File: src/hw/rtl/lmsr_ram.sv
// ----------------------------------------------------------------------------
// LED matrix scan refresh: generic RAM
// One write port, one read port with registered read data.
// ----------------------------------------------------------------------------
`timescale 1ns / 1ps

module lmsr_ram #(
    parameter int WIDTH = 8,
    parameter int DEPTH = 128,
    localparam int AW = (DEPTH > 1) ? $clog2(DEPTH) : 1
) (
    input  logic             i_clk,
    input  logic             i_we,
    input  logic [AW-1:0]    i_waddr,
    input  logic [WIDTH-1:0] i_wdata,
    input  logic [AW-1:0]    i_raddr,
    output logic [WIDTH-1:0] o_rdata
);

    logic [WIDTH-1:0] r_mem [DEPTH];
    logic [WIDTH-1:0] r_rdata;

    always_ff @(posedge i_clk) begin
        if (i_we) begin
            r_mem[i_waddr] <= i_wdata;
        end
        r_rdata <= r_mem[i_raddr];
    end

    assign o_rdata = r_rdata;

endmodule

File: config.mk
export PLATFORM = sky130hd
export DESIGN_NAME = lmsr_ram
export DESIGN_NICKNAME = d
export VERILOG_FILES = /design/src/hw/rtl/lmsr_ram.sv
export SDC_FILE = /design/constraint.sdc
export NUM_CORES = 1
export LEC_CHECK = 0
export ABC_AREA = 0
export BUFFER_PORTS_ARGS = -buffer_cell sky130_fd_sc_hd__buf_2
export CAP_MARGIN = 20
export CORE_MARGIN = 3
export CORE_UTILIZATION = 65
export CTS_BUF_LIST = sky130_fd_sc_hd__clkbuf_2 sky130_fd_sc_hd__clkbuf_4 sky130_fd_sc_hd__clkbuf_8
export CTS_CLUSTER_SIZE = 10
export DETAILED_ROUTE_END_ITERATION = 7
export GPL_TIMING_DRIVEN = 0
export PLACE_DENSITY = 0.88
export SYNTH_ARGS = -nofsm -noshare
export SYNTH_HDL_FRONTEND = slang
export SYNTH_SLANG_ARGS = --single-unit
File: constraint.sdc
create_clock -name i_clk -period 3.3 [get_ports i_clk]
set_clock_uncertainty 0.1 [all_clocks]
set_input_delay 0 -clock i_clk [delete_from_list [all_inputs] [get_ports i_clk]]
set_output_delay 0 -clock i_clk [all_outputs]
set_load 0.02 [all_outputs]
==> results.ini, run 1 <==
[timing]
relSlewSlack = 0.240
fin_crit_sh = 0.992
setup_viol = 0
fmax_mhz = 306
period_needed_ns = 3.27
hold_viol = 0
timing.hold.ws_ns = 0.119
slew_violations = 0
rsz0062_at_grt = no
worstMarginPinSlew_ns = 1.14

[floorplanning]
die_w_um = 253
dieArea_um2 = 64000
pin_count = 32
rows = 89
core_um2 = 59700
floorplan.initialDensity = 0.665
die_h_um = 253

[layout]
nNetsFinal = 1890
area_growth_pct = 11.9
n_fill_cell = 2861
final_cell_mix = 1,024 x edfxtp_1, 336 x mux4_2, 160 x clkbuf_8, 122 x nor2_1, 50 x clkbuf_4
final_area_um2 = 44400
layout_commonest_cell = edfxtp_1
stdcell_count = 2761
layout-drive-gt1-share = 0.331

[worst_setup_path]
r2r_end = o_rdata[0]
r2r_start = r_mem[6][0]
path_delay_family = buffers and inverters
cp.depth = 7
start_kind = input pin
cp_data_required_time_ns = 3.89
worstPathArrival_ns = 3.86
slowest_stage = clkdlybuf4s15_1
endpoint_kind = register
r2r_slack_ns = 0.08
worst-path-buf-inv = 3
ff2ff_path_depth = 5
crit_chain = clkdlybuf4s15_1 > buf_1 > mux4_2 > mux4_2 > mux4_2 > mux2_2 > dlygate4sd3_1
cpPeakStageDelay_ns = 0.78
path_class = input pin to register
cpMostUsedCell = mux4_2
path_max_fanout = 10

[global_route]
grt_pass1_wl_um = 151000
antenna_found_initial = 14
grt.total_usage = 0.344
grt-ovfl-total = 0
grt_max_degree = 99
grt_pass1_vias = 20900

[place]
io_buffers = 20
postPlaceCellArea_um2 = 41100
dp_hpwl_um = 67500
dp_cells = 2450
place_congestion = 0.903

[synth]
synth_seq_area_share = 0.779
ys_warn_count = 0
synth_seq_cells = 1032
syn-mean-instance-area_um2 = 24.3
synthArstFlopShare = 0
synth_cell_types = 17
synthCells = 1635
syn_area_um2 = 39700
yosys_most_used_dff = edfxtp_1
syn_nets = 1659
synth_edf_count = 1024

[hold_path]
holdPathStages = 2
worstHoldStart = i_wdata[5]
min_to = r_mem[75][5]
min_path_type = input pin to register

[outcome]
status = finished, final reports clean

[power]
cellLeakagePower_nw = 13.7
power.density_nw_per_um2 = 589
irDropWorstVdd_uv = 612
total_power_w = 0.0262

[clocking]
tritoncts = done
root_buffer = clkbuf_8
cts_setup_buffers = 0
cts.sinks = 1032
clock_latency_ns = 0.85
cts_buffer_depth = 3
cts_buffers = 154
cts.reportedPaths.clkPinSlew_ns = 0.07
cts_max_level = 4

[routing]
drt-pass1-iter-count = 6
dr_total_vias = 20900
drc_errors = 0
vias_per_cell = 7.57
routed_wl_um = 108000
drtIter0Drc = 3610
wl_per_cell_um = 39.0
ant_nets = 0

[run]
drv_cap = 0

## flip-flops by register name, summed over array words and instances, names as in the netlist
name and flops:
r_mem 1024, o_rdata 8
## metal layers
metal,track usage,share of wire,up-vias
li1,-,-,7530
met1,0.438,0.30,10600
met2,0.530,0.48,2312
met3,0.107,0.14,511
met4,0.212,0.073,8
met5,0,0.00053,-
## cells by family (layout without fill, tap and decap cells)
family / Yosys count / count (layout) / synth area share
flip-flops: 1032 / 1032 / 0.779
multiplexers: 344 / 344 / 0.193
buffers and inverters: 89 / 432 / 0.0101
AND/OR/NAND/NOR: 170 / 170 / 0.0176
other: 0 / 10 / 0
## area by class of cell
class	count	area, um^2	share of cell area
diodes	10	25.0	0.000564
plain buffers	89	413	0.00930
clock buffers	210	2580	0.0581
clock inverters	58	323	0.00727
multi-input cells	514	8350	0.188
flip-flops and latches	1032	30900	0.696
well taps	773	967	0.0218
repair buffers	75	826	0.0186
## worst max path at each step
stage          startpoint    endpoint  slack [ns]
4_1_cts        i_raddr[1]  o_rdata[0]        0.02
6_report       i_raddr[2]  o_rdata[0]        0.03
3_3_place_gp   i_raddr[1]  o_rdata[3]       -0.22
3_5_place_dp   i_raddr[2]  o_rdata[3]       -0.34
2_1_floorplan  i_raddr[0]  o_rdata[0]        0.70
5_1_grt        i_raddr[2]  o_rdata[0]        0.08
## timing repair
item,in CTS,in global routing
gates resized for setup,0,9
hold buffers,26,0
hold endpoints to repair,1295,0
endpoints found under the setup margin,0,2
## power breakdown
group | total (W) | internal, W | switching (W) | leakage (nW)
registers | 0.0145 | 0.0145 | 0.0000237 | 9.27
logic | 0.00154 | 0.000593 | 0.000951 | 2.94
clock network | 0.0101 | 0.00520 | 0.00493 | 1.53
total | 0.0262 | 0.0203 | 0.00590 | 13.7
## metrics by stage
stage                     TNS (ns)   util  setup WS, ns
final                            0  0.744        0.0271
after global routing             0  0.743        0.0775
after CTS                        0  0.741        0.0154
after detailed placement     -2.40  0.688        -0.344
after global placement       -1.39  0.682        -0.217
after floorplan                  0      -         0.696
## cell usage after synthesis, types with 7 or more instances
cell | number | share of area
dfxtp_1 | 8 | 0.0040
edfxtp_1 | 1024 | 0.78
mux2_2 | 8 | 0.0023
nand2_1 | 14 | 0.0013
mux4_2 | 336 | 0.19
nor2_1 | 122 | 0.012
clkbuf_1 | 44 | 0.0042
buf_1 | 18 | 0.0017
nand3_1 | 12 | 0.0015
buf_4 | 11 | 0.0021
buf_2 | 15 | 0.0019
nor2b_1 | 7 | 0.0011
nor3_1 | 9 | 0.0011
Power figures use the tool's default switching activity.
==> run 2, diff against run 1 <==
==> constraint.sdc (replaced) <==
create_clock -name i_clk -period 3.55 [get_ports i_clk]
set_clock_uncertainty 0.1 [all_clocks]
set_input_delay 0 -clock i_clk [delete_from_list [all_inputs] [get_ports i_clk]]
set_output_delay 0 -clock i_clk [all_outputs]
set_load 0.02 [all_outputs]
==> results.ini, run 2 (synthesis results as in run 1) <==
[outcome]
status = finished, final reports clean

[place]
dp_hpwl_um = 67500  ; unchanged
io_buffers = 20  ; unchanged
place_congestion = 0.903  ; unchanged
postPlaceCellArea_um2 = 41100  ; unchanged

[clocking]
clock_latency_ns = 0.84  ; about the same
cts_hold_buf = 26  ; unchanged
cts_setup_buffers = 0  ; unchanged
cts_max_level = 4  ; unchanged
root_buffer = clkbuf_8
tritoncts = done
cts.reportedPaths.clkPinSlew_ns = 0.07  ; about the same
cts_buffer_depth = 3  ; unchanged
cts_resized = 0  ; unchanged
cts.sinks = 1032  ; unchanged
cts_buffers = 154  ; unchanged

[power]
cellLeakagePower_nw = 13.7  ; -0.11%
total_power_w = 0.0243  ; -7.0%
irDropWorstVdd_uv = 567  ; -7.4%
clkPwrFrac = 0.387  ; about the same
p_int_w = 0.0188  ; -7.0%
switchingPower_w = 0.00549  ; -7.0%
seqPwrFrac = 0.554  ; about the same
power.density_nw_per_um2 = 548  ; -7.0%
p_comb_frac = 0.059  ; about the same
p_sw_frac = 0.226  ; about the same

[hold_path]
min_path_type = input pin to register

[worst_setup_path]
path_class = input pin to register
ff2ff_path_depth = 5  ; unchanged
cp-startpoint = i_raddr[2]
r2r_start = r_mem[85][0]
cp_data_required_time_ns = 4.16  ; +0.27 ns
worstPathArrival_ns = 4.09  ; +0.23 ns
start_kind = input pin
endpoint_kind = register
crit_path_end = o_rdata[4]
path_max_fanout = 10  ; unchanged
r2r_end = o_rdata[0]
r2r_slack_ns = 0.34  ; +0.26 ns

[global_route]
grt.total_usage = 0.344  ; unchanged
grt_pass1_vias = 20900  ; unchanged
grt_max_degree = 99  ; unchanged
grt_pass1_wl_um = 151000  ; unchanged
antenna_found_initial = 14  ; unchanged
grt-ovfl-total = 0  ; unchanged

[routing]
vias_per_cell = 7.58  ; +0.14%
wl_met1_um = 32700  ; +0.13%
ant_nets = 0  ; unchanged
drtIter0Drc = 3617  ; +0.19%
top_layer_used = met5
wl_per_cell_um = 39.0  ; about the same
dr_total_vias = 20900  ; +0.10%
routed_wl_um = 108000  ; about the same
drc_errors = 0  ; unchanged
wl_met2_um = 52100  ; +0.20%
drt-pass1-iter-count = 6  ; unchanged
dr_wl_met3_um = 14900  ; -0.77%

[layout]
area_growth_pct = 11.9  ; about the same
layout_commonest_cell = edfxtp_1
nNetsFinal = 1890  ; unchanged
n_fill_cell = 2858  ; -0.10%
final-seq-area_um2 = 30900  ; unchanged
regMostFlops = r_mem
final_cell_mix = 1,024 x edfxtp_1, 336 x mux4_2, 160 x clkbuf_8, 122 x nor2_1, 50 x clkbuf_4
largest_register_ffs = 1024  ; unchanged
layout-drive-gt1-share = 0.329  ; -0.00202
multi_input_area_um2 = 8350  ; unchanged
final_area_um2 = 44400  ; about the same

[run]
drv_cap = 0  ; unchanged

[floorplanning]
dieArea_um2 = 64000  ; unchanged
core_um2 = 59700  ; unchanged
pin_count = 32  ; unchanged
die_h_um = 253  ; unchanged
rows = 89  ; unchanged
floorplan.initialDensity = 0.665  ; unchanged
die_w_um = 253  ; unchanged

[timing]
rsz0062_at_grt = no
fin_crit_sh = 0.980
relSlewSlack = 0.206  ; -0.0334
worstMarginPinSlew_ns = 1.19  ; +0.0500 ns
slew_violations = 0  ; unchanged
hold_viol = 0  ; unchanged
period_needed_ns = 3.48
fmax_mhz = 287
setup_viol = 0  ; unchanged

run 2: cell types whose count changed in the layout (fill, tap and decap cells not counted):
cell	change
buf_1	+5
clkdlybuf4s15_1	-1
diode_2	-1
clkbuf_2	-4
run 2: worst min-delay path by stage:
stage,startpoint,cells past startpoint,endpoint
2_1_floorplan,i_wdata[0],0,r_mem[0][0]
3_3_place_gp,o_rdata[5],1,o_rdata[5]
3_5_place_dp,o_rdata[0],1,o_rdata[0]
4_1_cts,i_wdata[5],2,r_mem[75][5]
5_1_grt,i_wdata[5],2,r_mem[89][5]
6_report,i_wdata[5],2,r_mem[75][5]
run 2: metrics by stage:
stage	instances	util	setup slack (ns)	hold WS (ns)	setup TNS (ns)
after floorplan	1635	-	0.946	-0.00113	0
after global placement	2428	0.682	0.0328	0.319	0
after detailed placement	2450	0.688	-0.0941	0.321	-0.400
after CTS	2744	0.741	0.265	0.0656	0
after global routing	2751	0.743	0.157	0.105	0
final	2760	0.744	0.0694	0.108	0
run 2: layout make-up:
class	count	area share
multi-input combinational	514	0.188
tap	773	0.0218
clock buffer	210	0.0581
timing repair buffer	75	0.0186
antenna	9	0.000507
buffer	89	0.00905
sequential	1032	0.696
clock inverter	58	0.00727
run 2: routing by layer:
metal  global-route usage  vias up
met5                    0        -
met4                0.212        8
met3                0.107      538
met2                0.530     2317
met1                0.438    10600
li1                     -     7514
run 2: critical path: stages:
cell and delay [ns]:
buf_1 0.81, buf_1 0.86, mux4_2 0.44, mux4_2 0.53, mux4_2 0.53, dlygate4sd3_1 0.60
mux2_2 0.30
run 2: power by group through the flow:
stage | logic [W] | registers (W) | clock network, W
after floorplan | 0.000680 | 0.0137 | 0
after global placement | 0.00121 | 0.0137 | 0
after detailed placement | 0.00133 | 0.0137 | 0
after CTS | 0.00136 | 0.0135 | 0.00928
after global routing | 0.00145 | 0.0135 | 0.00988
final | 0.00143 | 0.0135 | 0.00942
