--- src/hw/rtl/lmsr_pkg.sv ---
// ----------------------------------------------------------------------------
// LED matrix scan refresh: package
// Shared constants, command type and state encodings.
// ----------------------------------------------------------------------------
`timescale 1ns / 1ps

package lmsr_pkg;

    localparam int SCAN_ROWS_DEF = 16;
    localparam int ROW_BYTES_DEF = 8;
    localparam int CMD_DEPTH     = 2;
    localparam int NUM_RAMS      = 4;
    localparam int CMD_ROW_W     = 5;
    localparam int PIXEL_W       = 8;
    localparam int FRAME_W       = 8;
    localparam int ROW_SEL_W     = 4;
    localparam int PIX_ROW_W     = 5;
    localparam int BYTE_COL_W    = 3;

    localparam logic [7:0] TICK_DIVIDE_RESET = 8'd5;

    // RAM index is {plane, bottom half}
    localparam int RAM_RED_TOP = 0;
    localparam int RAM_RED_BOT = 1;
    localparam int RAM_GRN_TOP = 2;
    localparam int RAM_GRN_BOT = 3;

    typedef struct packed {
        logic [CMD_ROW_W-1:0] row;
        logic [FRAME_W-1:0]   frames_before;
        logic [FRAME_W-1:0]   frames_after;
    } t_cmd;

    typedef enum logic {
        FR_CLEAR,
        FR_RUN
    } t_front_state;

    typedef enum logic [1:0] {
        BK_IDLE,
        BK_LOAD,
        BK_SHIFT
    } t_back_state;

endpackage

--- src/hw/rtl/lmsr_front.sv ---
// ----------------------------------------------------------------------------
// LED matrix scan refresh: front end
// Clears the framebuffers after reset, takes requests, writes pixel bytes,
// divides ticks and queues row refresh commands.
// ----------------------------------------------------------------------------
`timescale 1ns / 1ps

module lmsr_front import lmsr_pkg::*; #(
    parameter int SCAN_ROWS = SCAN_ROWS_DEF,
    parameter int ROW_BYTES = ROW_BYTES_DEF,
    localparam int HALF_DEPTH = SCAN_ROWS * ROW_BYTES,
    localparam int AW = $clog2(HALF_DEPTH)
) (
    input  logic                  i_clk,
    input  logic                  i_rst_n,
    input  logic                  i_cfg_we,
    input  logic [7:0]            i_cfg_wdata,
    input  logic                  i_push,
    output logic                  o_full,
    input  logic                  i_action,
    input  logic                  i_plane,
    input  logic [PIX_ROW_W-1:0]  i_pixel_row,
    input  logic [BYTE_COL_W-1:0] i_byte_column,
    input  logic [PIXEL_W-1:0]    i_pixel_byte,
    output logic [NUM_RAMS-1:0]   o_we,
    output logic [AW-1:0]         o_waddr,
    output logic [PIXEL_W-1:0]    o_wdata,
    output logic                  o_cmd_push,
    output t_cmd                  o_cmd,
    input  logic                  i_cmd_full,
    input  logic                  i_cmd_empty,
    input  logic                  i_back_loading
);

    localparam int RW         = $clog2(SCAN_ROWS);
    localparam int FRAME_ROWS = 2 * SCAN_ROWS;

    t_front_state          r_state, n_state;
    logic [AW-1:0]         r_clr_addr, n_clr_addr;
    logic                  r_in_valid, n_in_valid;
    logic                  r_action;
    logic                  r_plane;
    logic [PIX_ROW_W-1:0]  r_pixel_row;
    logic [BYTE_COL_W-1:0] r_byte_column;
    logic [PIXEL_W-1:0]    r_pixel_byte;
    logic [7:0]            r_tick_divide, n_tick_divide;
    logic [7:0]            r_tick_count, n_tick_count;
    logic [RW-1:0]         r_scan_row, n_scan_row;
    logic [FRAME_W-1:0]    r_frame_count, n_frame_count;

    logic                  go;
    logic                  accept;
    logic                  in_range;
    logic                  bottom;
    logic [PIX_ROW_W-1:0]  local_row;
    logic [31:0]           wr_lin;
    logic [7:0]            tick_next;
    logic                  hit;
    logic                  tick_fire;
    logic                  wrap;

    always_comb begin
        n_state = r_state;
        case (r_state)
            FR_CLEAR: begin
                if (r_clr_addr == AW'(HALF_DEPTH - 1)) begin
                    n_state = FR_RUN;
                end
            end
            FR_RUN: begin
                n_state = FR_RUN;
            end
            default: begin
                n_state = FR_CLEAR;
            end
        endcase
    end

    always_comb begin
        in_range  = (int'(r_pixel_row) < FRAME_ROWS) && (int'(r_byte_column) < ROW_BYTES);
        bottom    = (int'(r_pixel_row) >= SCAN_ROWS);
        local_row = bottom ? (r_pixel_row - PIX_ROW_W'(SCAN_ROWS)) : r_pixel_row;
        wr_lin    = 32'(local_row) * 32'(ROW_BYTES) + 32'(r_byte_column);
        go        = 1'b0;
        o_full    = 1'b1;
        o_we      = '0;
        o_waddr   = wr_lin[AW-1:0];
        o_wdata   = r_pixel_byte;
        case (r_state)
            FR_CLEAR: begin
                o_we    = '1;
                o_waddr = r_clr_addr;
                o_wdata = '0;
            end
            FR_RUN: begin
                go = r_in_valid
                    && (r_action ? !i_cmd_full : (i_cmd_empty && !i_back_loading));
                o_full = r_in_valid && !go;
                if (go && !r_action && in_range) begin
                    o_we[{r_plane, bottom}] = 1'b1;
                end
            end
            default: begin
                o_full = 1'b1;
            end
        endcase
    end

    always_comb begin
        accept     = i_push && !o_full;
        tick_next  = r_tick_count + 8'd1;
        hit        = (tick_next == r_tick_divide);
        tick_fire  = go && r_action;
        wrap       = (r_scan_row == RW'(SCAN_ROWS - 1));
        o_cmd_push = tick_fire && hit;
        o_cmd.row           = CMD_ROW_W'(r_scan_row);
        o_cmd.frames_before = r_frame_count;
        o_cmd.frames_after  = wrap ? r_frame_count + 1'b1 : r_frame_count;

        n_in_valid    = accept ? 1'b1 : (go ? 1'b0 : r_in_valid);
        n_clr_addr    = (r_state == FR_CLEAR) ? r_clr_addr + 1'b1 : r_clr_addr;
        n_tick_divide = i_cfg_we ? i_cfg_wdata : r_tick_divide;
        n_tick_count  = r_tick_count;
        n_scan_row    = r_scan_row;
        n_frame_count = r_frame_count;
        if (tick_fire) begin
            n_tick_count = hit ? 8'd0 : tick_next;
        end
        if (o_cmd_push) begin
            n_scan_row    = wrap ? '0 : r_scan_row + 1'b1;
            n_frame_count = o_cmd.frames_after;
        end
    end

    always_ff @(posedge i_clk) begin
        if (!i_rst_n) begin
            r_state       <= FR_CLEAR;
            r_clr_addr    <= '0;
            r_in_valid    <= 1'b0;
            r_tick_divide <= TICK_DIVIDE_RESET;
            r_tick_count  <= '0;
            r_scan_row    <= '0;
            r_frame_count <= '0;
        end else begin
            r_state       <= n_state;
            r_clr_addr    <= n_clr_addr;
            r_in_valid    <= n_in_valid;
            r_tick_divide <= n_tick_divide;
            r_tick_count  <= n_tick_count;
            r_scan_row    <= n_scan_row;
            r_frame_count <= n_frame_count;
        end
    end

    always_ff @(posedge i_clk) begin
        if (accept) begin
            r_action      <= i_action;
            r_plane       <= i_plane;
            r_pixel_row   <= i_pixel_row;
            r_byte_column <= i_byte_column;
            r_pixel_byte  <= i_pixel_byte;
        end
    end

endmodule

--- config.mk ---
export PLATFORM = sky130hd
export DESIGN_NAME = lmsr_front
export DESIGN_NICKNAME = d
export VERILOG_FILES = /design/src/hw/rtl/lmsr_pkg.sv /design/src/hw/rtl/lmsr_front.sv
export SDC_FILE = /design/constraint.sdc
export NUM_CORES = 1
export LEC_CHECK = 0
export BUFFER_PORTS_ARGS = -buffer_cell sky130_fd_sc_hd__buf_2
export CORE_MARGIN = 4
export CORE_UTILIZATION = 40
export DETAILED_ROUTE_END_ITERATION = 16
export GPL_TIMING_DRIVEN = 0
export PLACE_DENSITY = 0.6
export REMOVE_ABC_BUFFERS = 1
export SYNTH_ARGS = -nofsm -noshare
export SYNTH_HDL_FRONTEND = slang
export SYNTH_SLANG_ARGS = --single-unit
--- constraint.sdc ---
create_clock -name i_clk -period 2.66 [get_ports i_clk]
set_input_delay 0.266 -clock i_clk [delete_from_list [all_inputs] [get_ports i_clk]]
set_output_delay 0.266 -clock i_clk [all_outputs]
set_load 0.03 [all_outputs]
==> key figures <==
Outcome
  – Status: completed

Power and ir drop
  – Sequential cell fraction of total power: 61.4%
  – Worst vdd ir: roughly 0.25 mV
  – P per Cell Area: between 400 and 500 nW/um^2
  – Logic pwr share: under 10%
  – Clock share of power: about a third
  – Cell-internal power: roughly 0.0011 W
  – Psw: 0.000335 W
  – Static leakage: 1.36 nW
  – Net Sw Frac: 23.2%

Synthesis
  – Post-synth top flop: dfxtp_1
  – Ys Warns: 0
  – Post-synth ARST share: 0%
  – Sequential share of the synthesized area: 47.1%
  – Register bit count reported by yosys: 55
  – Number of library cell types mapped by synthesis: 47
  – Cells after Synth: 272
  – Number of synthesized flops with an enable pin: 18
  – Syn Area/Cell: 10.0 um^2
  – Mapped cell area: 2720 um^2

Global routing
  – Grt ovf: 0
  – Largest net degree at the start of global routing: 34
  – First-pass GRT wire length: 9.57 mm
  – Number of global-route vias before repair: between 2k and 2.5k
  – GRT Overall Usage: between 10 and 15%
  – Initial antenna violation count: 0

Final layout
  – Final Core Density: 50.5%
  – Nets: 381
  – Sequential cell area: 1290 um^2
  – Commonest non-fill, non-tap cell in the layout: buf_2
  – Area grow syn2layout: 20.0%
  – Ant. Diodes: 0
  – Layout cells sized above 1: 31.0%
  – Fillers: between 600 and 700
  – Most frequent cells in the layout: buf_2, dfxtp_1, nand2_1, edfxtp_1, xnor2_1
  – Multi-input gate area: 1380 um^2

Worst hold path
  – Hold Path Class: input pin to flop

Floorplan
  – Starting density of the core: between 40% and 50%
  – Die area: between 8000 and 9000 um^2
  – Die width: 90.4 um
  – Num rows: 29
  – Top-level port count: 75
  – Die height: 90.4 um
  – Core area: 6460 um^2

Clocking
  – CTS tree: yes
  – Post-CTS Hold Buffers: 0
  – TritonCTS buffer count: 5
  – Clock sinks: 55
  – Max clock buf depth: 2
  – Clk pin slew, worst setup/hold paths: 0.10 ns
  – Max H-tree Level: 2
  – Worst-Skew Late Latency: around 0.30 ns
  – Root buf cell: clkbuf_8

Timing
  – Final Cycle Share: 92.4%
  – F_max: 407 MHz
  – Final Hold Fails: 0
  – Slew HR: between 40% and 50%
  – Final Skew: roughly 0.0046 ns
  – Setup tns final: 0 ns
  – RSZ-0062 raised after global routing: false
  – Worst slew pin tran: 0.830 ns
  – Slew Limit Fails: 0
  – Final setup viols: 0
  – Fin crit period: 2.46 ns

Critical path
  – CP max-delay cell: dfxtp_1
  – CP Capture Type: output pin
  – Crit path buf inv count: 2
  – Worst-path cell chain: nand3_2 > or3_4 > a2111oi_4 > o211ai_4 > inv_1 > buf_2
  – Critical Path AT: 2.19 ns
  – Crit path kind: flop to output pin
  – Startpoint types: flop
  – Required time of the worst setup path: 2.39 ns
  – CP max stage delay: 0.45 ns
  – Worst-path fanout max: 11
  – CP top delay family: compound AO/OA/AOI/OAI gates

Detailed routing
  – DRT antenna net count: 0
  – Vias per Instance: 4.99
  – DRC errors left: 0
  – Drt pass-1 iters: 4
  – DR iter-0 viols: 73
  – Wirelength per Cell: 13.5 um
  – Total number of vias: 2,107
  – Final WL: 5.69 mm

Place
  – Buffers on Ports: 73
  – Dpl hpwl: 3.89 mm
  – GPL Wtd Cong: 0.762

Flow run
  – Max Cap Viol: 0
==> power by group through the flow <==
| stage | Combinational, W | Sequential, W | Clock, W |
|---|---|---|---|
| 3_5_place_dp | 0.0000934 | 0.000906 | 0 |
| 4_1_cts | 0.0000946 | 0.000885 | 0.000479 |
| 2_1_floorplan | 0.0000529 | 0.000903 | 0 |
| 6_report | 0.0000954 | 0.000885 | 0.000461 |
| 3_3_place_gp | 0.0000915 | 0.000905 | 0 |
| 5_1_grt | 0.000108 | 0.000887 | 0.000513 |
==> per-layer routing <==
metal	part of all wire [%]	GRT usage (%)	vias to the layer above
li1	-	-	1083
met1	46	17.1	991
met2	50	24.8	29
met3	3.0	2.75	4
met4	0.90	4.21	0
met5	0	0	-
==> cell usage after synthesis (all sizes together) (3+ instances only) <==
master	count	area share [%]
dfxtp	37	27
nand2	33	4.6
edfxtp	18	20
xnor2	16	5.2
and2	14	3.2
mux2i	13	4.8
nor2	13	1.8
nor2b	12	2.8
nand3	11	2.2
o21ai	11	2.0
xor2	10	3.2
a21boi	8	2.2
or3	8	2.0
inv	7	0.97
a21oi	6	1.1
buf	6	1.8
clkbuf	6	0.83
mux2	6	2.5
nand2b	5	1.2
ha	4	1.8
o211ai	4	1.3
nand4	3	0.69
nor3	3	0.55
==> through the flow <==
| stage | cell area (um^2) | worst slack, ns | hold WS [ns] | cells | total power [W] |
|---|---|---|---|---|---|
| floorplan | 2650 | 0.171 | 0.328 | 260 | 0.000956 |
| global placement | 3110 | -0.408 | 0.443 | 410 | 0.000997 |
| detailed placement | 3110 | -0.456 | 0.444 | 410 | 0.000999 |
| CTS | 3210 | 0.00829 | 0.115 | 418 | 0.00146 |
| global route | 3260 | 0.0128 | 0.102 | 422 | 0.00151 |
| finish | 3260 | 0.203 | 0.128 | 422 | 0.00144 |
==> state kept, by name, summed over array words and instances (netlist names), 3 cells and up <==
register,flops
r_frame_count,8
r_pixel_byte,8
r_tick_count,8
r_tick_divide,8
r_clr_addr,7
r_pixel_row,5
r_scan_row,4
r_byte_column,3
==> final timing paths <==
kind,from,to,slack [ns],cells after the start
worst max-delay path,r_tick_count[4]$_SDFFE_PN0P_,o_cmd_push,0.20,6
worst min-delay path,i_pixel_row[4],r_pixel_row[4]$_DFFE_PP_,0.13,1
worst max register to register,r_tick_count[4]$_SDFFE_PN0P_,r_frame_count[6]$_SDFFE_PN0P_,0.23,7
worst min register to register,r_tick_divide[2]$_SDFFE_PN1P_,r_tick_divide[2]$_SDFFE_PN1P_,0.51,2
==> cell type report <==
| class | count | share of cell area, % |
|---|---|---|
| clock buffers | 6 | 2.22 |
| well taps | 77 | 2.95 |
| flip-flops and latches | 55 | 39.5 |
| inverters | 7 | 0.806 |
| clock inverters | 2 | 0.384 |
| repair buffers | 76 | 11.9 |
| multi-input cells | 199 | 42.2 |
==> logic make-up after synthesis <==
logic type,count (synthesis),share of synthesized area [%]
AO/OA/AOI/OAI,39,10.7
XOR/XNOR,26,8.38
adder cells (fa/ha/maj),4,1.84
buffers and inverters,19,3.64
flip-flops,55,47.1
multiplexers,19,7.27
other,1,0.138
AND/OR/NAND/NOR,109,20.9
==> worst reg2reg max path: stages, from the launching register on <==
cell and delay [ns]:
dfxtp_1 0.45, nand3_2 0.12, or3_4 0.41, a2111oi_4 0.38, buf_4 0.19, o211ai_2 0.23
or3_1 0.41, a21boi_0 0.16
==> what timing repair did <==
item                                    CTS  global route
endpoints found under the setup margin   21             5
gates cloned                              0             1
pin swaps                                 0             3
gates resized for setup                   4             6
buffers inserted                          0             3
Power figures use the tool's default switching activity.
