==> config.mk <==
export PLATFORM = sky130hd
export DESIGN_NAME = lmsr_cmd_fifo
export DESIGN_NICKNAME = d
export VERILOG_FILES = /design/src/hw/rtl/lmsr_pkg.sv /design/src/hw/rtl/lmsr_cmd_fifo.sv
export SDC_FILE = /design/constraint.sdc
export NUM_CORES = 1
export LEC_CHECK = 0
export ABC_AREA = 1
export BUFFER_PORTS_ARGS = -buffer_cell sky130_fd_sc_hd__buf_2
export CAP_MARGIN = 20
export CORE_MARGIN = 2
export CORE_UTILIZATION = 46
export DETAILED_ROUTE_END_ITERATION = 6
export PLACE_DENSITY = 0.71
export RECOVER_POWER = 50
export REMOVE_ABC_BUFFERS = 1
export SLEW_MARGIN = 20
export SYNTH_ARGS = -nofsm -noshare
export SYNTH_HDL_FRONTEND = slang
export SYNTH_SLANG_ARGS = --single-unit
==> constraint.sdc <==
create_clock -name i_clk -period 1.9 [get_ports i_clk]
set_clock_uncertainty 0.1 [all_clocks]
set_input_delay 0.095 -clock i_clk [delete_from_list [all_inputs] [get_ports i_clk]]
set_output_delay 0.095 -clock i_clk [all_outputs]
set_load 0.05 [all_outputs]
==> src/hw/rtl/lmsr_pkg.sv <==
// ----------------------------------------------------------------------------
// LED matrix scan refresh: package
// Shared constants, command type and state encodings.
// ----------------------------------------------------------------------------
`timescale 1ns / 1ps

package lmsr_pkg;

    localparam int SCAN_ROWS_DEF = 16;
    localparam int ROW_BYTES_DEF = 8;
    localparam int CMD_DEPTH     = 2;
    localparam int NUM_RAMS      = 4;
    localparam int CMD_ROW_W     = 5;
    localparam int PIXEL_W       = 8;
    localparam int FRAME_W       = 8;
    localparam int ROW_SEL_W     = 4;
    localparam int PIX_ROW_W     = 5;
    localparam int BYTE_COL_W    = 3;

    localparam logic [7:0] TICK_DIVIDE_RESET = 8'd5;

    // RAM index is {plane, bottom half}
    localparam int RAM_RED_TOP = 0;
    localparam int RAM_RED_BOT = 1;
    localparam int RAM_GRN_TOP = 2;
    localparam int RAM_GRN_BOT = 3;

    typedef struct packed {
        logic [CMD_ROW_W-1:0] row;
        logic [FRAME_W-1:0]   frames_before;
        logic [FRAME_W-1:0]   frames_after;
    } t_cmd;

    typedef enum logic {
        FR_CLEAR,
        FR_RUN
    } t_front_state;

    typedef enum logic [1:0] {
        BK_IDLE,
        BK_LOAD,
        BK_SHIFT
    } t_back_state;

endpackage

==> src/hw/rtl/lmsr_cmd_fifo.sv <==
// ----------------------------------------------------------------------------
// LED matrix scan refresh: command queue
// Short queue of row refresh commands between front and back.
// ----------------------------------------------------------------------------
`timescale 1ns / 1ps

module lmsr_cmd_fifo import lmsr_pkg::*; #(
    parameter int DEPTH = CMD_DEPTH,
    localparam int PW = (DEPTH > 1) ? $clog2(DEPTH) : 1,
    localparam int CW = $clog2(DEPTH + 1)
) (
    input  logic i_clk,
    input  logic i_rst_n,
    input  logic i_push,
    input  t_cmd i_cmd,
    input  logic i_pop,
    output t_cmd o_cmd,
    output logic o_empty,
    output logic o_full
);

    t_cmd          r_mem [DEPTH];
    logic [PW-1:0] r_wr_ptr, n_wr_ptr;
    logic [PW-1:0] r_rd_ptr, n_rd_ptr;
    logic [CW-1:0] r_count, n_count;
    logic          do_push, do_pop;

    always_comb begin
        do_push  = i_push && (r_count != CW'(DEPTH));
        do_pop   = i_pop && (r_count != '0);
        n_wr_ptr = r_wr_ptr;
        n_rd_ptr = r_rd_ptr;
        n_count  = r_count;
        if (do_push) begin
            n_wr_ptr = (r_wr_ptr == PW'(DEPTH - 1)) ? '0 : r_wr_ptr + 1'b1;
        end
        if (do_pop) begin
            n_rd_ptr = (r_rd_ptr == PW'(DEPTH - 1)) ? '0 : r_rd_ptr + 1'b1;
        end
        if (do_push && !do_pop) begin
            n_count = r_count + 1'b1;
        end else if (do_pop && !do_push) begin
            n_count = r_count - 1'b1;
        end
    end

    always_ff @(posedge i_clk) begin
        if (!i_rst_n) begin
            r_wr_ptr <= '0;
            r_rd_ptr <= '0;
            r_count  <= '0;
        end else begin
            r_wr_ptr <= n_wr_ptr;
            r_rd_ptr <= n_rd_ptr;
            r_count  <= n_count;
        end
    end

    always_ff @(posedge i_clk) begin
        if (do_push) begin
            r_mem[r_wr_ptr] <= i_cmd;
        end
    end

    assign o_cmd   = r_mem[r_rd_ptr];
    assign o_empty = (r_count == '0);
    assign o_full  = (r_count == CW'(DEPTH));

endmodule

==> results.py, run 1 <==
metrics = {
    "global_routing": {
        "antenna_found_initial": 0,
        "grt_pass1_vias": 1078,
        "grt_overflow": 0,
        "groute.usage.overall": 0.1439,
        "grt_pass1_wl_microns": 4533,
        "grt_max_degree": 16,
    },
    "yosys": {
        "muxShareOfSynthArea": 0.1340,
        "yosys-top-cells-area": "edfxtp_1, mux2_2, dfxtp_1, nor2_1, inv_1",
        "ys_warn_count": 0,
        "synthCells": 103,
        "synth_top_area_cell": "edfxtp_1",
        "synth-compound-area-share": 0.01348,
        "seq_area_frac_synth": 0.7716,
        "synthAdderAreaFrac": 0.007092,
        "netlist_area_sq_mm": 0.001764,
        "synth_xor_xnor_area_share": 0,
        "synth_cell_types": 16,
        "synth_top_family_by_area": "multiplexers",
        "synth_top_area_share": 0.7149,
        "syn_area_per_cell_sq_um": 17.13,
        "synthSimpleGateAreaFrac": 0.04397,
        "ys_ff_latch": 47,
    },
    "final_layout": {
        "final_area_sq_mm": 0.002371,
        "final_cell_mix": "edfxtp_1, buf_2, dlygate4sd3_1, mux2_2, clkbuf_1",
        "fill_cells": 302,
        "nNetsFinal": 209,
        "final_common_cell": "edfxtp_1",
        "syn_to_final_growth_pct": 34.40,
        "ff_latch_area_sq_mm": 0.001361,
        "multi_input_area_sq_um": 350.3,
        "drive_gt1_frac": 0.3804,
        "utilization": 0.6476,
        "num_antenna_cells": 0,
        "fin_cells": 232,
    },
    "worst_hold_path": {
        "min_path_type": "in2reg",
    },
    "critical_path": {
        "critPathArrivalTime_ns": 1.42,
        "r2r_end": "r_mem[1][0]",
        "critPathKind": "reg2out",
        "ff2ff_path_depth": 3,
        "worst-r2r-setup-slack_ns": 0.31,
        "start_kind": "flop",
        "rr_startpoint": "r_count[0]",
        "crit_path_end_kind": "output pin",
        "worstPathMaxFanout": 12,
        "cp-endpoint": "o_cmd[18]",
        "worst_ep_required_time_ns": 1.70,
    },
    "clock_tree": {
        "clock_path_buffers": 2,
        "cts_tree": "built",
        "clk_latency_ns": 0.29,
        "cts_buffers": 5,
        "h-tree-depth": 2,
        "post_cts_resized": 0,
        "clkSlewWorstSetupHoldPaths_ns": 0.08,
        "clock_sink_count": 47,
        "ctsRootBufferMaster": "clkbuf_8",
    },
    "pwr": {
        "p_seq_frac": 0.433,
        "p_leak_nw": 0.9045,
        "irDropWorstVdd_mv": 0.8593,
        "p_int_w": 0.001926,
        "switchingPower_w": 0.001223,
        "pwr-share-clk": 0.179,
        "p_comb_frac": 0.388,
        "p_sw_frac": 0.3884,
        "powerDensity_mw_per_mm2": 1328,
    },
    "drt": {
        "dr.first_iter.drc_count": 29,
        "num_vias": 1083,
        "ant_nets": 0,
        "viasPerCell": 4.668,
        "routed_wl_microns": 2828,
        "drtPass1Iterations": 4,
        "route.detailed.drc": 0,
        "wl_per_cell_microns": 12.19,
    },
    "floorplan": {
        "num_rows": 22,
        "dieArea_sq_mm": 0.004347,
        "initial_core_util": 0.4819,
        "die_h_microns": 65.93,
        "fp.coreArea_sq_mm": 0.003661,
        "die_w_microns": 65.93,
        "io_pins": 48,
    },
    "timing": {
        "slew_headroom": 0.6130,
        "fin_crit_ns": 1.617,
        "tns_ns": 0,
        "worst_slew_pin_slew_ns": 0.5806,
        "setup_viol_count_final": 0,
        "fin_crit_sh": 0.8511,
        "slew_violations": 0,
        "finalHoldViolCount": 0,
        "rsz0062_at_grt": "false",
        "max_freq_ghz": 0.6184,
        "setup_slack_ns": 0.2829,
    },
    "placement": {
        "hpwl_microns": 2000,
        "dpl_worst_slack_ns": 0.3311,
        "place_area_sq_mm": 0.002091,
        "port_buffers": 47,
        "place_inst": 202,
        "gp_congestion": 0.6190,
    },
    "run_status": {
        "outcome": "finished clean",
    },
    "job": {
        "cap_violations": 0,
    },
}
-- layout make-up --
type / count / area share
clock inverters: 3 / 0.008443
multi-input cells: 45 / 0.1478
flip-flops and latches: 47 / 0.5741
repair buffers: 75 / 0.2011
inverters: 9 / 0.01425
well taps: 48 / 0.02533
clock buffers: 5 / 0.02902
-- logic make-up (layout without fill, tap and decap cells) --
group,Yosys count,after routing
AOI/OAI and AO/OA,4,4
adders and majority gates,1,1
buffers and inverters,11,92
DFF,47,47
muxes,21,21
and+or+nand+nor,19,19
-- critical path, stage by stage, from the launching register on --
cell and delay [ns]:
dfxtp_1 0.34, buf_4 0.21, mux2_2 0.37, buf_2 0.21
-- flip-flops by register name (all words and copies together) (netlist names), named ones only --
register,flops
r_wr_ptr,1
r_mem,42
r_count,2
r_rd_ptr,1
-- power groups by stage --
stage               Clock [W]  Sequential [W]  Combinational (W)
floorplan                   0         0.00141           0.000897
global placement            0         0.00138            0.00119
detailed placement          0         0.00139            0.00121
CTS                  0.000594         0.00136            0.00125
global route         0.000623         0.00138            0.00130
finish               0.000565         0.00136            0.00122
-- cells in the mapped netlist, drive strengths merged --
cell type  number
edfxtp         42
mux2           21
nor2           11
inv             9
nand2           6
dfxtp           5
o21ai           3
buf             2
a21oi           1
ha              1
nand3           1
nand4           1
-- routing by layer --
metal / track usage / up-vias / wire [microns]
met5: 0 / - / 0
met4: 0.06888 / 0 / 43
met3: 0.03578 / 5 / 143
met2: 0.2563 / 29 / 1501
met1: 0.1601 / 517 / 1139
li1: - / 532 / -
-- through the flow --
| step | total power [W] | hold WS [ns] |
|---|---|---|
| floorplan | 0.002303 | 0.09387 |
| global placement | 0.002561 | 0.1836 |
| detailed placement | 0.002601 | 0.1863 |
| CTS | 0.003209 | 0.08781 |
| global route | 0.003303 | 0.1152 |
| finish | 0.003149 | 0.08200 |
-- worst min path at each step --
stage / start / endpoint / slack [ns] / cells past startpoint
4_1_cts: i_push / r_wr_ptr / 0.09 / 4
5_1_grt: i_push / r_wr_ptr / 0.12 / 4
3_3_place_gp: i_cmd[9] / r_mem[0][9] / 0.18 / 1
2_1_floorplan: i_cmd[0] / r_mem[0][0] / 0.09 / 0
3_5_place_dp: i_cmd[4] / r_mem[0][4] / 0.19 / 1
6_report: i_push / r_wr_ptr / 0.08 / 4
-- repair_timing --
action / CTS / global route
hold buffers: 22 / 0
setup buffers: 0 / 0
endpoints found under the hold margin: 47 / 0
Note: power is estimated with default switching activity, not from simulation.
==> run 2, diff against run 1 <==
ABC_AREA = default   (was 1)
==> run 2 against run 1 <==
Sequential share of layout area shrank 0.091 points; utilization up 0.10 points; hold slack gained 0.0039 ns; final cell count shrank 5.6%; setup slack worse by 0.15 ns; die area decreased by 1.2%; critical path depth is 3 higher; synthesized cell count fell by 13%; count of clock-buffer cells in the layout is 2 higher; routed wire length decreased by 1.9%.
==> results.py, run 2 <==
metrics = {
    "run_status": {
        "outcome": "finished clean",
    },
    "timing": {
        "setup_slack_ns": 0.1351,
        "max_freq_ghz": 0.5666,
        "slew_violations": 0,
        "slew_headroom": 0.6019,
        "fin_crit_sh": 0.9289,
        "tns_ns": 0,
        "worst_slew_pin_slew_ns": 0.5998,
        "fin_crit_ns": 1.765,
        "setup_viol_count_final": 0,
        "hold_slack_ns": 0.08593,
        "rsz0062_at_grt": "false",
        "finalHoldViolCount": 0,
    },
    "yosys": {
        "ys_warn_count": 0,
        "yosys.cell_count.top_type": "edfxtp_1",
        "synth_common_cells": "edfxtp_1, mux2_2, dfxtp_1",
        "netlist_area_sq_mm": 0.001742,
        "synth_cell_types": 20,
        "seq_area_frac_synth": 0.7816,
        "syn_area_per_cell_sq_um": 19.35,
        "synth_flop_cell": "edfxtp_1",
        "yosys-top-cells-area": "edfxtp_1, mux2_2, dfxtp_1, and2_1, xnor2_1",
        "synth_edf_count": 42,
        "synth_top_area_cell": "edfxtp_1",
        "synth_top_area_share": 0.7241,
        "async_flop_share": 0,
        "ys_ff_latch": 47,
        "synthCells": 90,
    },
    "critical_path": {
        "r2r_end": "r_count[1]",
        "crit_path_end_kind": "flop",
        "worstPathMaxFanout": 5,
        "worst-r2r-setup-slack_ns": 0.14,
        "start_kind": "flop",
        "critPathArrivalTime_ns": 1.88,
        "critPathKind": "reg2reg",
        "ff2ff_path_depth": 6,
        "cp-endpoint": "r_count[1]",
        "worst_ep_required_time_ns": 2.02,
        "worstSetupStartpoint": "r_count[0]",
        "rr_startpoint": "r_count[0]",
    },
    "job": {
        "cap_violations": 0,
    },
    "final_layout": {
        "final_common_cell": "edfxtp_1",
        "drive_gt1_frac": 0.3567,
        "largest_reg_flops": 42,
        "nNetsFinal": 196,
        "fin_cells": 219,
        "num_antenna_cells": 0,
        "top_regs": "r_mem: 42 flops, r_count: 2 flops",
        "top_register": "r_mem",
        "final_cell_mix": "edfxtp_1, buf_2, clkbuf_1, dlygate4sd3_1, mux2_2",
        "syn_to_final_growth_pct": 36.35,
    },
    "clock_tree": {
        "cts_buffers": 5,
        "cts_tree": "built",
        "clock_path_buffers": 2,
        "h-tree-depth": 2,
        "ctsRootBufferMaster": "clkbuf_8",
        "cts_setup_buffers": 0,
        "clkSlewWorstSetupHoldPaths_ns": 0.08,
        "clk_latency_ns": 0.28,
        "clock_sink_count": 47,
    },
    "drt": {
        "dr.first_iter.drc_count": 33,
        "num_vias": 1009,
        "route.detailed.drc": 0,
        "viasPerCell": 4.607,
        "drtPass1Iterations": 4,
        "ant_nets": 0,
        "routed_wl_microns": 2773,
        "wl_per_cell_microns": 12.66,
    },
    "pwr": {
        "power_w": 0.003379,
        "irDropWorstVdd_mv": 0.7564,
        "p_leak_nw": 0.8781,
        "powerDensity_mw_per_mm2": 1423,
    },
    "global_routing": {
        "grt_pass1_wl_microns": 4305,
        "grt_overflow": 0,
        "groute.usage.overall": 0.1382,
        "grt_max_degree": 17,
        "antenna_found_initial": 0,
        "grt_pass1_vias": 962,
    },
    "placement": {
        "port_buffers": 47,
        "dpl_worst_slack_ns": 0.1866,
        "place_inst": 189,
        "hpwl_microns": 1947,
        "gp_congestion": 0.7026,
    },
    "floorplan": {
        "initial_core_util": 0.4757,
        "io_pins": 48,
        "num_rows": 22,
        "die_w_microns": 65.53,
        "dieArea_sq_mm": 0.004294,
        "die_h_microns": 65.53,
        "fp.coreArea_sq_mm": 0.003661,
    },
    "worst_hold_path": {
        "min_path_type": "in2reg",
    },
}
run 2: cells by family (layout without fill, tap and decap cells):
family,Yosys count,count (layout),share of synthesized area
adder cells (fa/ha/maj),1,1,0.007183
AO/OA/AOI/OAI,5,5,0.01868
AND/OR/NAND/NOR,9,9,0.03162
XOR/XNOR,3,3,0.01509
multiplexers,21,21,0.1358
buffers and inverters,4,85,0.01005
flip-flops,47,47,0.7816
run 2: metal layers:
layer,GRT usage,wire [microns],vias up
li1,-,-,501
met1,0.1640,1160,474
met2,0.2398,1431,31
met3,0.03596,151,3
met4,0.05469,28,0
met5,0,0,-
run 2: through the flow:
stage / utilization / area (sq um)
final: 0.6487 / 2375
after global routing: 0.6487 / 2375
after CTS: 0.6569 / 2405
after detailed placement: 0.5677 / 2078
after global placement: 0.5677 / 2078
after floorplan: - / 1732
run 2: worst max-delay path: stages, from the launching register on:
cell	delay, ns
dfxtp_1	0.36
nand2b_1	0.19
inv_1	0.14
nor2_1	0.06
ha_1	0.33
or3_1	0.36
a21boi_1	0.15
run 2: worst min-delay path by stage:
stage,slack (ns),from,cells past startpoint,endpoint
finish,0.09,i_push,3,r_wr_ptr
CTS,0.08,i_push,3,r_wr_ptr
global placement,0.18,i_cmd[4],1,r_mem[1][4]
global route,0.11,i_push,3,r_wr_ptr
detailed placement,0.19,i_cmd[13],1,r_mem[0][13]
floorplan,0.09,i_cmd[0],0,r_mem[0][0]
run 2: timing repair:
action / CTS / global route
endpoints found under the hold margin: 47 / 0
hold buffers: 22 / 0
gates resized for setup: 0 / 0
run 2: area by class of cell:
class / count / area, sq um
sequential: 47 / 1361
fill: 274 / 1286
timing repair buffer: 75 / 470.5
multi-input combinational: 39 / 369.1
clock buffer: 7 / 76.32
tap: 48 / 60.06
clock inverter: 1 / 30.03
inverter: 2 / 7.507
run 2: power by group:
group | total (W) | internal [W] | leakage (nW) | switching (W)
clock | 0.000680 | 0.000393 | 0.0524 | 0.000287
sequential | 0.00136 | 0.00130 | 0.434 | 0.0000586
combinational | 0.00134 | 0.000415 | 0.392 | 0.000921
total | 0.00338 | 0.00211 | 0.878 | 0.00127
==> run 3, diff against run 2 <==
BUFFER_PORTS_ARGS = default   (was -buffer_cell sky130_fd_sc_hd__buf_2)
CORE_UTILIZATION = 54   (was 46)
DONT_BUFFER_PORTS = 1   (was default)
PLACE_DENSITY = 0.69   (was 0.71)
==> run 3 against run 2 <==
Critical path depth shrank 4; final area fell by 11%; via count down 13%; power is 11% lower; die area down 14%; first-iteration DRC count is 58% lower; register-to-register slack better by 0.03 ns; global-route usage up 2.7 points; highest routed layer unchanged.
==> results.py, run 3 (synthesis gave the netlist of run 2 again) <==
metrics = {
    "pwr": {
        "irDropWorstVdd_mv": 0.7812,
        "power_w": 0.003001,
        "powerDensity_mw_per_mm2": 1414,
        "p_leak_nw": 0.7266,
    },
    "global_routing": {
        "grt_pass1_vias": 891,
        "grt_pass1_wl_microns": 4160,
        "grt_max_degree": 14,
        "groute.usage.overall": 0.1651,
        "antenna_found_initial": 0,
        "grt_overflow": 0,
    },
    "critical_path": {
        "critPathKind": "reg2out",
        "worstPathCellList": "buf_4 > mux2_2",
        "worstPathMaxFanout": 8,
        "worst-r2r-setup-slack_ns": 0.17,
        "crit_path_end_kind": "output pin",
        "rr_startpoint": "r_count[0]",
        "critPathArrivalTime_ns": 1.62,
        "crit_buf_inv": 1,
        "start_kind": "flop",
        "cp_slowest_cell": "dfxtp_1",
        "cp_top_family": "flip-flops",
        "worst_ep_required_time_ns": 1.70,
        "critPathMaxStageDelay_ns": 0.54,
    },
    "clock_tree": {
        "cts_tree": "built",
        "ctsRootBufferMaster": "clkbuf_4",
        "cts_buffers": 5,
        "clk_latency_ns": 0.34,
        "clock_sink_count": 47,
        "clkSlewWorstSetupHoldPaths_ns": 0.12,
        "clock_path_buffers": 2,
        "hold_buffers": 23,
        "h-tree-depth": 2,
        "cts_setup_buffers": 0,
        "post_cts_resized": 0,
    },
    "final_layout": {
        "nNetsFinal": 152,
        "top_regs": "r_mem: 42 flops, r_count: 2 flops",
        "top_register": "r_mem",
        "num_antenna_cells": 0,
        "largest_reg_flops": 42,
        "drive_gt1_frac": 0.2677,
        "fin_cells": 171,
        "final_cell_mix": "edfxtp_1, dlygate4sd3_1, mux2_2",
        "final_common_cell": "edfxtp_1",
        "syn_to_final_growth_pct": 21.84,
    },
    "floorplan": {
        "io_pins": 48,
        "num_rows": 20,
        "fp.coreArea_sq_mm": 0.003053,
        "die_w_microns": 60.79,
        "initial_core_util": 0.5705,
        "die_h_microns": 60.79,
        "dieArea_sq_mm": 0.003695,
    },
    "drt": {
        "wl_per_cell_microns": 16.25,
        "viasPerCell": 5.158,
        "num_vias": 882,
        "drtPass1Iterations": 4,
        "dr.first_iter.drc_count": 14,
        "routed_wl_microns": 2779,
        "route.detailed.drc": 0,
        "ant_nets": 0,
    },
    "placement": {
        "port_buffers": 0,
        "gp_congestion": 0.6318,
        "place_inst": 140,
        "hpwl_microns": 1854,
    },
    "timing": {
        "finalHoldViolCount": 0,
        "hold_slack_ns": 0.03243,
        "rsz0062_at_grt": "false",
        "fin_crit_sh": 0.9537,
        "max_freq_ghz": 0.5519,
        "fin_crit_ns": 1.812,
        "slew_headroom": 0.6107,
        "slew_violations": 0,
        "setup_viol_count_final": 0,
        "worst_slew_pin_slew_ns": 0.5864,
    },
    "job": {
        "cap_violations": 0,
    },
    "worst_hold_path": {
        "min_path_type": "in2reg",
        "hold_path.startpoint": "i_pop",
    },
    "run_status": {
        "outcome": "finished clean",
    },
}
==> run 3: cell type report <==
class	count	area [sq um]
clock buffer	7	45.04
clock inverter	1	5.005
fill	229	930.9
inverter	2	7.507
multi-input combinational	39	369.1
sequential	47	1361
tap	44	55.05
timing repair buffer	31	279.0
==> run 3: routing by layer <==
layer,share of wire,vias up,GRT usage
met3,0.069,5,0.05544
met1,0.36,433,0.1645
met4,0.015,0,0.07453
met5,0,-,0
li1,-,414,-
met2,0.56,30,0.3072
==> run 3: through the flow <==
step / utilization / area (sq um) / TNS, ns / setup WS [ns]
5_1_grt: 0.6951 / 2122 / 0 / 0.02461
4_1_cts: 0.6988 / 2133 / 0 / 0.07135
6_report: 0.6951 / 2122 / 0 / 0.08795
3_5_place_dp: 0.6070 / 1853 / 0 / 0.2128
2_1_floorplan: - / 1732 / -3.787 / -0.1770
3_3_place_gp: 0.6070 / 1853 / 0 / 0.3039
==> run 3: final timing paths <==
| path | depth (start not counted) | endpoint |
|---|---|---|
| min reg2reg | 2 | r_count[1] |
| max | 2 | o_cmd[14] |
| min | 3 | flop |
| max reg2reg | 6 | r_count[1] |
==> run 3: power by group <==
group	leakage [nW]	internal [W]	switching (W)
logic	0.264	0.000329	0.000872
clock network	0.0293	0.000145	0.000277
registers	0.434	0.00130	0.0000759
==> run 3: worst register-to-register path, stage by stage (launching register included) <==
cell	delay [ns]
dfxtp_1	0.43
nand2b_1	0.19
inv_2	0.08
nor2_1	0.11
ha_1	0.28
or3_1	0.35
a21boi_1	0.14
